===== src/design/lrd_pkg.sv =====
package lrd_pkg;

  localparam logic [1:0] STAT_OK        = 2'd0;
  localparam logic [1:0] STAT_OVERRUN   = 2'd1;
  localparam logic [1:0] STAT_ZERO_FILL = 2'd2;
  localparam logic [1:0] STAT_EMPTY     = 2'd3;

  typedef enum logic [2:0] {
    PH_HEADER,
    PH_TOK_LO,
    PH_TOK_HI,
    PH_FILL,
    PH_LIT,
    PH_DONE
  } phase_t;

  typedef enum logic [2:0] {
    ST_IDLE,
    ST_DECODE,
    ST_READ,
    ST_COPY,
    ST_RUN,
    ST_ERROR,
    ST_END
  } state_t;

  typedef struct packed {
    logic [7:0] in_byte;
    logic       last_byte;
  } in_word_t;

  typedef struct packed {
    logic [7:0] out_byte;
    logic       last_of_run;
    logic [1:0] status;
  } out_word_t;

  typedef struct packed {
    logic       load_in;
    logic       hdr_load;
    logic       tok_lo_load;
    logic       fill_load;
    logic       lit_load;
    logic       lit_dec;
    logic       match_load;
    logic       fill_run_load;
    logic       lit_run_load;
    logic       mem_read;
    logic       emit_data;
    logic       src_mem;
    logic       emit_err;
    logic [1:0] err_status;
  } lrd_cmd_t;

  typedef struct packed {
    logic last_in;
    logic hdr_last;
    logic is_fill;
    logic off_zero;
    logic len_zero;
    logic lit_zero;
    logic overrun;
    logic lit_one;
    logic run_one;
    logic bw_zero;
    logic size_nonzero;
    logic can_load;
  } lrd_stat_t;

endpackage


===== src/design/lrd_datapath.sv =====
module lrd_datapath import lrd_pkg::*; #(
  parameter int HISTORY_DEPTH = 128
) (
  input  logic      clk,
  input  logic      rst,
  input  in_word_t  in_word,
  input  logic      out_ready,
  output logic      out_valid,
  output out_word_t out_word,
  input  lrd_cmd_t  cmd,
  output lrd_stat_t stat
);

  localparam int AW = $clog2(HISTORY_DEPTH);
  localparam logic [AW:0] DEPTH_W = (AW+1)'(HISTORY_DEPTH);
  localparam logic [AW-1:0] LAST_IDX = AW'(HISTORY_DEPTH - 1);

  logic [7:0]    hist [HISTORY_DEPTH];

  logic [7:0]    held_byte;
  logic          held_last;
  logic [31:0]   declared_size;
  logic [1:0]    header_count;
  logic [7:0]    token_low;
  logic [5:0]    fill_count;
  logic [4:0]    literals_left;
  logic [5:0]    run_count;
  logic [6:0]    reach;
  logic [AW-1:0] wr_ptr;
  logic          wrapped;
  logic [31:0]   bytes_written;
  logic [7:0]    rd_data;
  logic          rd_ok;

  logic [5:0]    tok_off;
  logic [4:0]    tok_len;
  logic [4:0]    tok_lit;
  logic [5:0]    need;
  logic [32:0]   total;
  logic [AW:0]   wr_wide;
  logic [AW:0]   dist_wide;
  logic [AW:0]   src_wide;
  logic [AW-1:0] src;
  logic [7:0]    data_sel;

  assign tok_off   = held_byte[7:2];
  assign tok_len   = {held_byte[1:0], token_low[7:5]};
  assign tok_lit   = token_low[4:0];
  assign need      = stat.is_fill ? tok_off : (6'(tok_len) + 6'(tok_lit));
  assign total     = {1'b0, bytes_written} + 33'(need);

  assign wr_wide   = {1'b0, wr_ptr};
  assign dist_wide = (AW+1)'(reach);
  assign src_wide  = (wr_wide >= dist_wide) ? wr_wide - dist_wide
                                            : wr_wide + DEPTH_W - dist_wide;
  assign src       = src_wide[AW-1:0];

  // entries never written read as zero
  assign data_sel  = cmd.src_mem ? (rd_ok ? rd_data : 8'd0) : held_byte;

  always_comb begin
    stat.last_in      = held_last;
    stat.hdr_last     = (header_count == 2'd3);
    stat.is_fill      = (tok_len == 5'd0) && (tok_lit == 5'd0);
    stat.off_zero     = (tok_off == 6'd0);
    stat.len_zero     = (tok_len == 5'd0);
    stat.lit_zero     = (tok_lit == 5'd0);
    stat.overrun      = total > {1'b0, declared_size};
    stat.lit_one      = (literals_left == 5'd1);
    stat.run_one      = (run_count == 6'd1);
    stat.bw_zero      = (bytes_written == 32'd0);
    stat.size_nonzero = (declared_size != 32'd0);
    stat.can_load     = !out_valid || out_ready;
  end

  always_ff @(posedge clk) begin
    if (cmd.emit_data) begin
      hist[wr_ptr] <= data_sel;
    end
    if (cmd.mem_read) begin
      rd_data <= hist[src];
      rd_ok   <= wrapped || (wr_wide >= dist_wide);
    end
  end

  always_ff @(posedge clk) begin
    if (cmd.load_in) begin
      held_byte <= in_word.in_byte;
      held_last <= in_word.last_byte;
    end
    if (cmd.match_load) begin
      run_count <= 6'(tok_len);
      reach     <= 7'(tok_off) + 7'(tok_len);
    end else if (cmd.fill_run_load) begin
      run_count <= fill_count;
    end else if (cmd.lit_run_load) begin
      run_count <= 6'd1;
    end else if (cmd.emit_data) begin
      run_count <= run_count - 6'd1;
    end
    if (cmd.emit_data) begin
      out_word <= '{out_byte: data_sel, last_of_run: stat.run_one, status: STAT_OK};
    end else if (cmd.emit_err) begin
      out_word <= '{out_byte: 8'd0, last_of_run: 1'b1, status: cmd.err_status};
    end
  end

  always_ff @(posedge clk) begin
    if (rst) begin
      declared_size <= '0;
      header_count  <= '0;
      token_low     <= '0;
      fill_count    <= '0;
      literals_left <= '0;
      wr_ptr        <= '0;
      wrapped       <= 1'b0;
      bytes_written <= '0;
      out_valid     <= 1'b0;
    end else begin
      if (cmd.hdr_load) begin
        declared_size[8*header_count +: 8] <= held_byte;
        header_count <= header_count + 2'd1;
      end
      if (cmd.tok_lo_load) begin
        token_low <= held_byte;
      end
      if (cmd.fill_load) begin
        fill_count <= tok_off;
      end else if (cmd.fill_run_load) begin
        fill_count <= '0;
      end
      if (cmd.lit_load) begin
        literals_left <= tok_lit;
      end else if (cmd.lit_dec) begin
        literals_left <= literals_left - 5'd1;
      end
      if (cmd.emit_data) begin
        wr_ptr        <= (wr_ptr == LAST_IDX) ? '0 : wr_ptr + 1'b1;
        wrapped       <= wrapped || (wr_ptr == LAST_IDX);
        bytes_written <= bytes_written + 32'd1;
      end
      if (cmd.emit_data || cmd.emit_err) begin
        out_valid <= 1'b1;
      end else if (out_ready) begin
        out_valid <= 1'b0;
      end
    end
  end

endmodule


===== src/design/lrd_ctrl.sv =====
module lrd_ctrl import lrd_pkg::*; (
  input  logic      clk,
  input  logic      rst,
  input  logic      in_valid,
  output logic      in_ready,
  input  lrd_stat_t stat,
  output lrd_cmd_t  cmd
);

  state_t     state, state_next;
  phase_t     phase, phase_next;
  logic [1:0] err_code, err_code_next;

  always_ff @(posedge clk) begin
    if (rst) begin
      state    <= ST_IDLE;
      phase    <= PH_HEADER;
      err_code <= STAT_OK;
    end else begin
      state    <= state_next;
      phase    <= phase_next;
      err_code <= err_code_next;
    end
  end

  always_comb begin
    state_next    = state;
    phase_next    = phase;
    err_code_next = err_code;
    cmd           = '0;
    in_ready      = 1'b0;
    case (state)
      ST_IDLE: begin
        in_ready = (phase != PH_DONE);
        if (in_valid && in_ready) begin
          cmd.load_in = 1'b1;
          state_next  = ST_DECODE;
        end
      end
      ST_DECODE: begin
        state_next = ST_END;
        case (phase)
          PH_HEADER: begin
            cmd.hdr_load = 1'b1;
            if (stat.hdr_last) begin
              phase_next = PH_TOK_LO;
            end
          end
          PH_TOK_LO: begin
            cmd.tok_lo_load = 1'b1;
            phase_next      = PH_TOK_HI;
          end
          PH_TOK_HI: begin
            if (stat.is_fill && stat.off_zero) begin
              err_code_next = STAT_ZERO_FILL;
              state_next    = ST_ERROR;
            end else if (stat.overrun) begin
              err_code_next = STAT_OVERRUN;
              state_next    = ST_ERROR;
            end else if (stat.is_fill) begin
              cmd.fill_load = 1'b1;
              phase_next    = PH_FILL;
            end else begin
              cmd.lit_load = 1'b1;
              phase_next   = stat.lit_zero ? PH_TOK_LO : PH_LIT;
              if (!stat.len_zero) begin
                cmd.match_load = 1'b1;
                state_next     = ST_READ;
              end
            end
          end
          PH_FILL: begin
            cmd.fill_run_load = 1'b1;
            phase_next        = PH_TOK_LO;
            state_next        = ST_RUN;
          end
          PH_LIT: begin
            cmd.lit_run_load = 1'b1;
            cmd.lit_dec      = 1'b1;
            if (stat.lit_one) begin
              phase_next = PH_TOK_LO;
            end
            state_next = ST_RUN;
          end
          default: state_next = ST_IDLE;
        endcase
      end
      ST_READ: begin
        cmd.mem_read = 1'b1;
        state_next   = ST_COPY;
      end
      ST_COPY: begin
        if (stat.can_load) begin
          cmd.emit_data = 1'b1;
          cmd.src_mem   = 1'b1;
          state_next    = stat.run_one ? ST_END : ST_READ;
        end
      end
      ST_RUN: begin
        if (stat.can_load) begin
          cmd.emit_data = 1'b1;
          if (stat.run_one) begin
            state_next = ST_END;
          end
        end
      end
      ST_ERROR: begin
        if (stat.can_load) begin
          cmd.emit_err   = 1'b1;
          cmd.err_status = err_code;
          phase_next     = PH_DONE;
          state_next     = ST_IDLE;
        end
      end
      ST_END: begin
        state_next = ST_IDLE;
        if (stat.last_in) begin
          phase_next = PH_DONE;
          // data words already sent rule out the empty check
          if (stat.bw_zero && stat.size_nonzero) begin
            err_code_next = STAT_EMPTY;
            state_next    = ST_ERROR;
          end
        end
      end
      default: state_next = ST_IDLE;
    endcase
  end

endmodule


===== src/design/lzss_rle_byte_decoder.sv =====
// lzss decoder with run-length fill tokens, one compressed byte per input word
// input channel: in_valid/in_ready with in_word (in_byte, last_byte); the stream
// opens with a 4-byte little-endian decoded size, then 16-bit tokens and literals
// output channel: out_valid/out_ready with out_word (out_byte, last_of_run, status);
// last_of_run marks the final output word caused by one input word
// sequence: a header or token byte is accepted, decoded, then end-checked;
// a literal or fill adds a run step per output word, a match copy a history ram
// read and then a write per word, so a literal is accepted, decoded, emitted, then end-checked;
// a fill can expand to 63 output words and a match to 31, so input rate follows the
// expansion ratio; one input word is worked on at a time
// a finished word waits in the output register while the next input is taken;
// when out_ready is low the sequencer holds before loading the next word
// reset clears the parser, size and byte counters; the history ram is not cleared,
// entries not yet written read as zero through the write-pointer wrap tracking
// any error word (status nonzero) or a last_byte ends the stream: in_ready stays
// low until the next reset
module lzss_rle_byte_decoder import lrd_pkg::*; #(
  parameter int HISTORY_DEPTH = 128
) (
  input  logic      clk,
  input  logic      rst,
  input  logic      in_valid,
  output logic      in_ready,
  input  in_word_t  in_word,
  output logic      out_valid,
  input  logic      out_ready,
  output out_word_t out_word
);

  lrd_cmd_t  cmd;
  lrd_stat_t stat;

  lrd_ctrl u_ctrl (
    .clk      (clk),
    .rst      (rst),
    .in_valid (in_valid),
    .in_ready (in_ready),
    .stat     (stat),
    .cmd      (cmd)
  );

  lrd_datapath #(
    .HISTORY_DEPTH (HISTORY_DEPTH)
  ) u_datapath (
    .clk       (clk),
    .rst       (rst),
    .in_word   (in_word),
    .out_ready (out_ready),
    .out_valid (out_valid),
    .out_word  (out_word),
    .cmd       (cmd),
    .stat      (stat)
  );

  a_err_is_last: assert property (@(posedge clk) disable iff (rst)
    out_valid && (out_word.status != STAT_OK) |-> out_word.last_of_run)
    else $error("error word not marked last");

  a_err_byte_zero: assert property (@(posedge clk) disable iff (rst)
    out_valid && (out_word.status != STAT_OK) |-> (out_word.out_byte == 8'd0))
    else $error("error word carries data");

  a_err_stops_input: assert property (@(posedge clk) disable iff (rst)
    out_valid && out_ready && (out_word.status != STAT_OK) |=> !in_ready)
    else $error("input taken after error");

  a_one_at_a_time: assert property (@(posedge clk) disable iff (rst)
    in_valid && in_ready |=> !in_ready)
    else $error("second word accepted while decoding");

endmodule

===== config.mk =====
export PLATFORM = sky130hd
export DESIGN_NAME = lzss_rle_byte_decoder
export DESIGN_NICKNAME = d
export VERILOG_FILES = /design/src/design/lrd_pkg.sv /design/src/design/lrd_datapath.sv /design/src/design/lrd_ctrl.sv /design/src/design/lzss_rle_byte_decoder.sv
export SDC_FILE = /design/constraint.sdc
export NUM_CORES = 1
export LEC_CHECK = 0
export BUFFER_PORTS_ARGS = -buffer_cell sky130_fd_sc_hd__buf_4
export CORE_MARGIN = 2
export CORE_UTILIZATION = 40
export DETAILED_ROUTE_END_ITERATION = 12
export SETUP_SLACK_MARGIN = 0.05
export SLEW_MARGIN = 20
export SYNTH_ARGS = -nofsm -noshare
export SYNTH_HDL_FRONTEND = slang
export SYNTH_SLANG_ARGS = --single-unit

===== constraint.sdc =====
create_clock -name clk -period 14.4 [get_ports clk]
set_input_delay 2.88 -clock clk [delete_from_list [all_inputs] [get_ports clk]]
set_output_delay 2.88 -clock clk [all_outputs]
set_load 0.005 [all_outputs]

## After elaboration in Yosys (flattened, before gate mapping)

Memories as Yosys holds them, arrays and structs flattened. A register that Yosys moved wholly into a read port is not among the register bits.
Index checks and enable logic that the tools add are counted.

- Reductions and logical operators: 29
- $add $sub $neg: 12
- Shift operators: 2
- Equality and inequality tests: 29
- Multiplexer cells: 75
- Magnitude comparators: 2

Operators with widths:

| cell | number |
|---|---|
| two-way mux 3 bit | 22 |
| two-way mux 6 bit | 6 |
| negation 5 -> 34 bit | 1 |
| variable shift 8 x 34 -> 32 bit, first input constant | 1 |
| indexed part select 8 x 34 -> 32 bit | 1 |
| adder 32 x 6 -> 33 bit | 1 |
| > comparator 33 x 32 -> 1 bit | 1 |
| adder 32 x 1 -> 32 bit, second input constant | 1 |
| bitwise mux 32 bit | 1 |
| logical NOT 32 bit | 1 |
| nonzero test 32 bit | 1 |
| two-way mux 8 bit | 3 |
| two-way mux 11 bit | 2 |
| two-way mux 1 bit | 21 |
| case mux 3 bit (7 select lines) | 1 |
| two-way mux 2 bit | 9 |
| case mux 3 bit (3 select lines) | 2 |
| two-way mux 5 bit | 3 |
| != test 3 bit, second input constant | 5 |
| case mux 3 bit (5 select lines) | 1 |
| adder 7 x 1 -> 7 bit, second input constant | 2 |
| two-way mux 7 bit | 2 |
| subtractor 7 bit | 2 |
| equality test 3 x 2 -> 1 bit, second input constant | 4 |
| other kinds (30) | 55 |

- RAM bits: 1024
- Output and inout bits: 13
- Input bits: 13
- Memories kept: 1
- Logic and storage cells: 171
- Bits in registers: 136

Memory list:

| memory | words | bits a word | rd ports | clocked after memory_dff | wr ports | line | RTL |
|---|---|---|---|---|---|---|---|
| u_datapath.hist | 128 | 8 | 1 | 1 | 1 | lrd_datapath.sv:18 | `logic [7:0] hist [HISTORY_DEPTH];` |

## Logic depth before layout (Yosys ltp)

- Word-level depth: 12
- Gate-level depth with buffers: 24
- Gate-level depth less buffers: 22

## Cells and area by module

Synthesis repeated with hierarchy kept, for this count alone.

- Cell total of the unflattened synthesis: 2786
- Area, all modules: 48555.3 um2

Modules (own cells, without submodules):

| module | seq. area each (um2) | area an instance (um2) | cells an instance | instances |
|---|---|---|---|---|
| lrd_datapath | 33862.5 | 47727.0 | 2680 | 1 |
| lrd_ctrl | 160.2 | 828.3 | 106 | 1 |

## Worst setup path after synthesis

OpenSTA, ideal clock, no wires.

- Kind: input port to flip-flop
- From: input out_ready
- To: memory u_datapath.hist[0][3] (data pin)
- Stages: 4
- Slack: 4.758 ns
- Buffers on the path: 1
- Setup time: 1.204 ns
- Arrival: 8.439 ns
- Data required time: 13.196 ns
- Cell sequence: nor2b_1 -> clkbuf_1 -> nor2_1 -> o21ai_0

- Longest elaborated chain between the ends: 4

RTL lines:

| item | line | RTL |
|---|---|---|
| start, declared | lzss_rle_byte_decoder.sv:26 | `input logic out_ready,` |
| logical OR 1 bit | lrd_datapath.sv:73 | `stat.can_load = !out_valid \|\| out_ready;` |
| two-way mux 2 bit | lrd_ctrl.sv:93 | `if (stat.can_load) begin` |
| two-way mux 1 bit | lrd_ctrl.sv:32 | `case (state)` |
| two-way mux 8 bit | lrd_datapath.sv:59 | `assign data_sel = cmd.src_mem ? (rd_ok ? rd_data : 8'd0) : held_byte;` |
| via u_datapath.data_sel[3] | lrd_datapath.sv:44 | `logic [7:0] data_sel;` |
| end, declared | lrd_datapath.sv:18 |  |

The timed path passes the listed nets, and every way through them passes these cells.

==> results.json <==
{
  "status": "complete, no violations",
  "post_cts_buffers": 0,
  "synth_seq_cells": 1168,
  "ys.flop_type": "edfxtp_1",
  "die_w_um": 352.0,
  "worstPathMaxFanout": 18,
  "synth_cell_type_count": 74,
  "rows": 127,
  "routed_via_density": 5.564,
  "path_cells": "or4_1 > nor2_1 > nand3_1 > o21ai_0 > ha_1 > a21o_1 > a21o_1 > a21o_1 > a21o_1 > a21oi_1 > nor3_1 > xor2_1 > ha_1 > nand3_1 > nor4_1 > nand3_1 > nand2_1 > o211ai_4 > or3_1 > inv_1",
  "clock_latency_ns": 0.72,
  "slew_headroom": 0.2524,
  "ys_async_sr_fraction": 0,
  "synth_compound_area_frac": 0.02710,
  "syn_inst": 2709,
  "yosysSeqAreaShare": 0.7025,
  "fmax_mhz": 144.7,
  "cts_tree": "built",
  "tightestPinTransition_ns": 1.121,
  "setup.worst_path.end_class": "flip-flop",
  "min_period_ns": 6.913,
  "cap_violations": 0,
  "yosys.area.top_type_share": 0.6591,
  "route.detailed.wl_per_inst_um": 25.20,
  "drtAntennaViolNets": 0,
  "synth_edf_count": 1063,
  "crit_top_cell": "a21o_1",
  "numCtsBuffers": 118,
  "synth_top_family_by_area": "multiplexers",
  "critical_path_arrival_ns": 7.30,
  "worstSetupPathType": "flip-flop to flip-flop",
  "first_iter_violations": 2367,
  "synthAdderAreaFrac": 0.01974,
  "die_height_um": 352.0,
  "postRouteWirelength_mm": 112.2,
  "final_cell_area_um2": 54500,
  "synth_area_per_cell_um2": 17.88,
  "critPathRequiredTime_ns": 14.79,
  "cts.repair.resized": 0,
  "syn_to_final_growth_pct": 12.53,
  "grtUsageTotal": 0.1799,
  "pin_count": 26,
  "finalHoldViolations": 0,
  "synth_top_area_cell": "edfxtp_1",
  "cts-root-buf": "clkbuf_16",
  "layout_commonest_cell": "edfxtp_1",
  "cts_sinks": 1168,
  "num_vias": 24783,
  "grt_overflow_total": 0,
  "dieArea_um2": 123900,
  "grt_pass1_vias": 25336,
  "final_cell_mix": "edfxtp_1 (1,063), mux4_2 (320), nor2_1 (209)",
  "startpoint_type": "flip-flop",
  "routabilityCongestion": 0.8701,
  "fin_skew_ns": 0.03748,
  "synthesis.nets": 2796,
  "drive_above_1_share": 0.2101,
  "setup_viol": 0,
  "fin_crit_sh": 0.4800,
  "maxSlewViolCount": 0,
  "yosys-top-cells-area": "edfxtp_1 (66%), mux4_2 (15%), dfxtp_1 (4.3%)",
  "yosys.area_share.simple": 0.05921,
  "netlist_area_um2": 48430,
  "holdCritPathClass": "flip-flop to flip-flop",
  "dpl_cell_area_um2": 50410,
  "peakVddDrop_uv": 118.1,
  "crit_buf_inv": 1,
  "slowest_delay_ns": 0.76,
  "synth_xor_area_frac": 0.01423,
  "yosysWarnings": 0,
  "dp_hpwl_mm": 69.45,
  "cts_max_level": 3,
  "rsz0062_at_grt": "no",
  "grt_pass1_wl_mm": 167.8,
  "fill_cells": 10098,
  "p_leak_uw": 0.01736,
  "coreArea_um2": 120000,
  "numPortBuffers": 25,
  "final_nets": 2832,
  "clockBufferDepth": 3,
  "antenna_found_initial": 1,
  "grt_max_degree": 97,
  "clk_pin_slew_ns": 0.06,
  "setup-tns-final_ns": 0,
  "route.detailed.drc": 0,
  "synth_mux_area_frac": 0.1594,
  "cp_slowest_cell": "a21oi_1",
  "powerDensity_nw_per_um2": 167.0,
  "crit_family": "simple AND/OR/NAND/NOR gates",
  "firstDrtPassIters": 5,
  "start_util": 0.4037,
  "postCtsHoldBufs": 0
}
==> power by group <==
| group | leakage [uW] | internal (uW) | switching (uW) | total (uW) |
|---|---|---|---|---|
| Clock | 0.00196 | 1880 | 1300 | 3180 |
| Sequential | 0.0104 | 4020 | 61.5 | 4080 |
| Combinational | 0.00498 | 737 | 1110 | 1850 |
| Total | 0.0174 | 6630 | 2470 | 9100 |
==> routing by layer <==
metal	vias to the layer above	track usage	share of wire
li1	10900	-	-
met1	12964	0.2505	0.43
met2	751	0.2939	0.49
met5	-	0	0
met4	0	0.04987	0.025
met3	168	0.02896	0.054
==> flip-flops by register name, indices dropped and copies added, names as in the netlist, 2 cells and up <==
name and cells:
u_ctrl.state 3, u_datapath.bytes_written 32, u_datapath.fill_count 6, u_datapath.literals_left 5
u_datapath.held_byte 8, u_datapath.hist 1024, u_datapath.header_count 2, u_datapath.token_low 8
u_ctrl.phase 3, u_datapath.reach 7, u_datapath.declared_size 32, u_datapath.rd_data 8
u_datapath.wr_ptr 7, u_ctrl.err_code 2, u_datapath.run_count 6, u_datapath.out_word 11
==> final timing paths <==
| check | startpoint | endpoint | slack [ns] | depth (start not counted) |
|---|---|---|---|---|
| worst max-delay path | u_datapath.held_byte[0] | u_datapath.reach[2] | 7.49 | 20 |
| worst min-delay path | u_datapath.declared_size[30] | u_datapath.declared_size[30] | 0.48 | 2 |
| worst max register to register | u_datapath.held_byte[0] | u_datapath.reach[2] | 7.49 | 20 |
| worst min register to register | u_datapath.declared_size[30] | u_datapath.declared_size[30] | 0.48 | 2 |
==> Yosys cell counts (all sizes together) (12+ instances only) <==
cell / count
edfxtp: 1063
mux4: 320
nor2: 211
nand2: 145
dfxtp: 105
clkbuf: 85
nand3: 80
a21oi: 78
inv: 71
ha: 70
buf: 55
mux2i: 47
xor2: 44
o21ai: 40
xnor2: 33
nor3: 30
and3: 24
nor4: 22
a22oi: 21
or3: 20
nand4: 19
a21o: 12
==> cells by family after synthesis <==
kind of cell,count (synthesis)
xor+xnor,77
buf+inv,211
mux,371
flops,1168
fa+ha+maj,74
simple gates,610
compound gates,198
==> worst register-to-register path: cells and delay by family (launching register included) <==
family | cells | cell delay (ns)
AOI/OAI and AO/OA | 7 | 2.06
xor gates and xnor gates | 1 | 0.19
adders and majority gates | 2 | 0.61
buffers and inverters | 1 | 0.32
DFF | 1 | 0.59
and+or+nand+nor | 9 | 2.81
==> per-stage QoR <==
step | instances | total power (uW) | setup slack, ns | hold WS, ns | util
global placement | 4236 | 5986 | 7.532 | 0.4493 | 0.4202
finish | 4454 | 9105 | 7.487 | 0.4769 | 0.4543
floorplan | 2709 | 5415 | 4.758 | 0.4335 | -
CTS | 4452 | 9195 | 7.444 | 0.4785 | 0.4540
detailed placement | 4236 | 6022 | 7.505 | 0.4705 | 0.4202
global route | 4453 | 9438 | 6.968 | 0.4955 | 0.4543
==> cell type report <==
type	count	area, um^2	area share
inverter	71	266.5	0.004890
antenna	1	2.502	0.00004591
clock inverter	83	1007	0.01848
timing repair buffer	56	456.7	0.008379
sequential	1168	34020	0.6242
tap	1612	2017	0.03701
clock buffer	133	3050	0.05597
multi-input combinational	1330	13680	0.2510
Power figures use the tool's default switching activity.
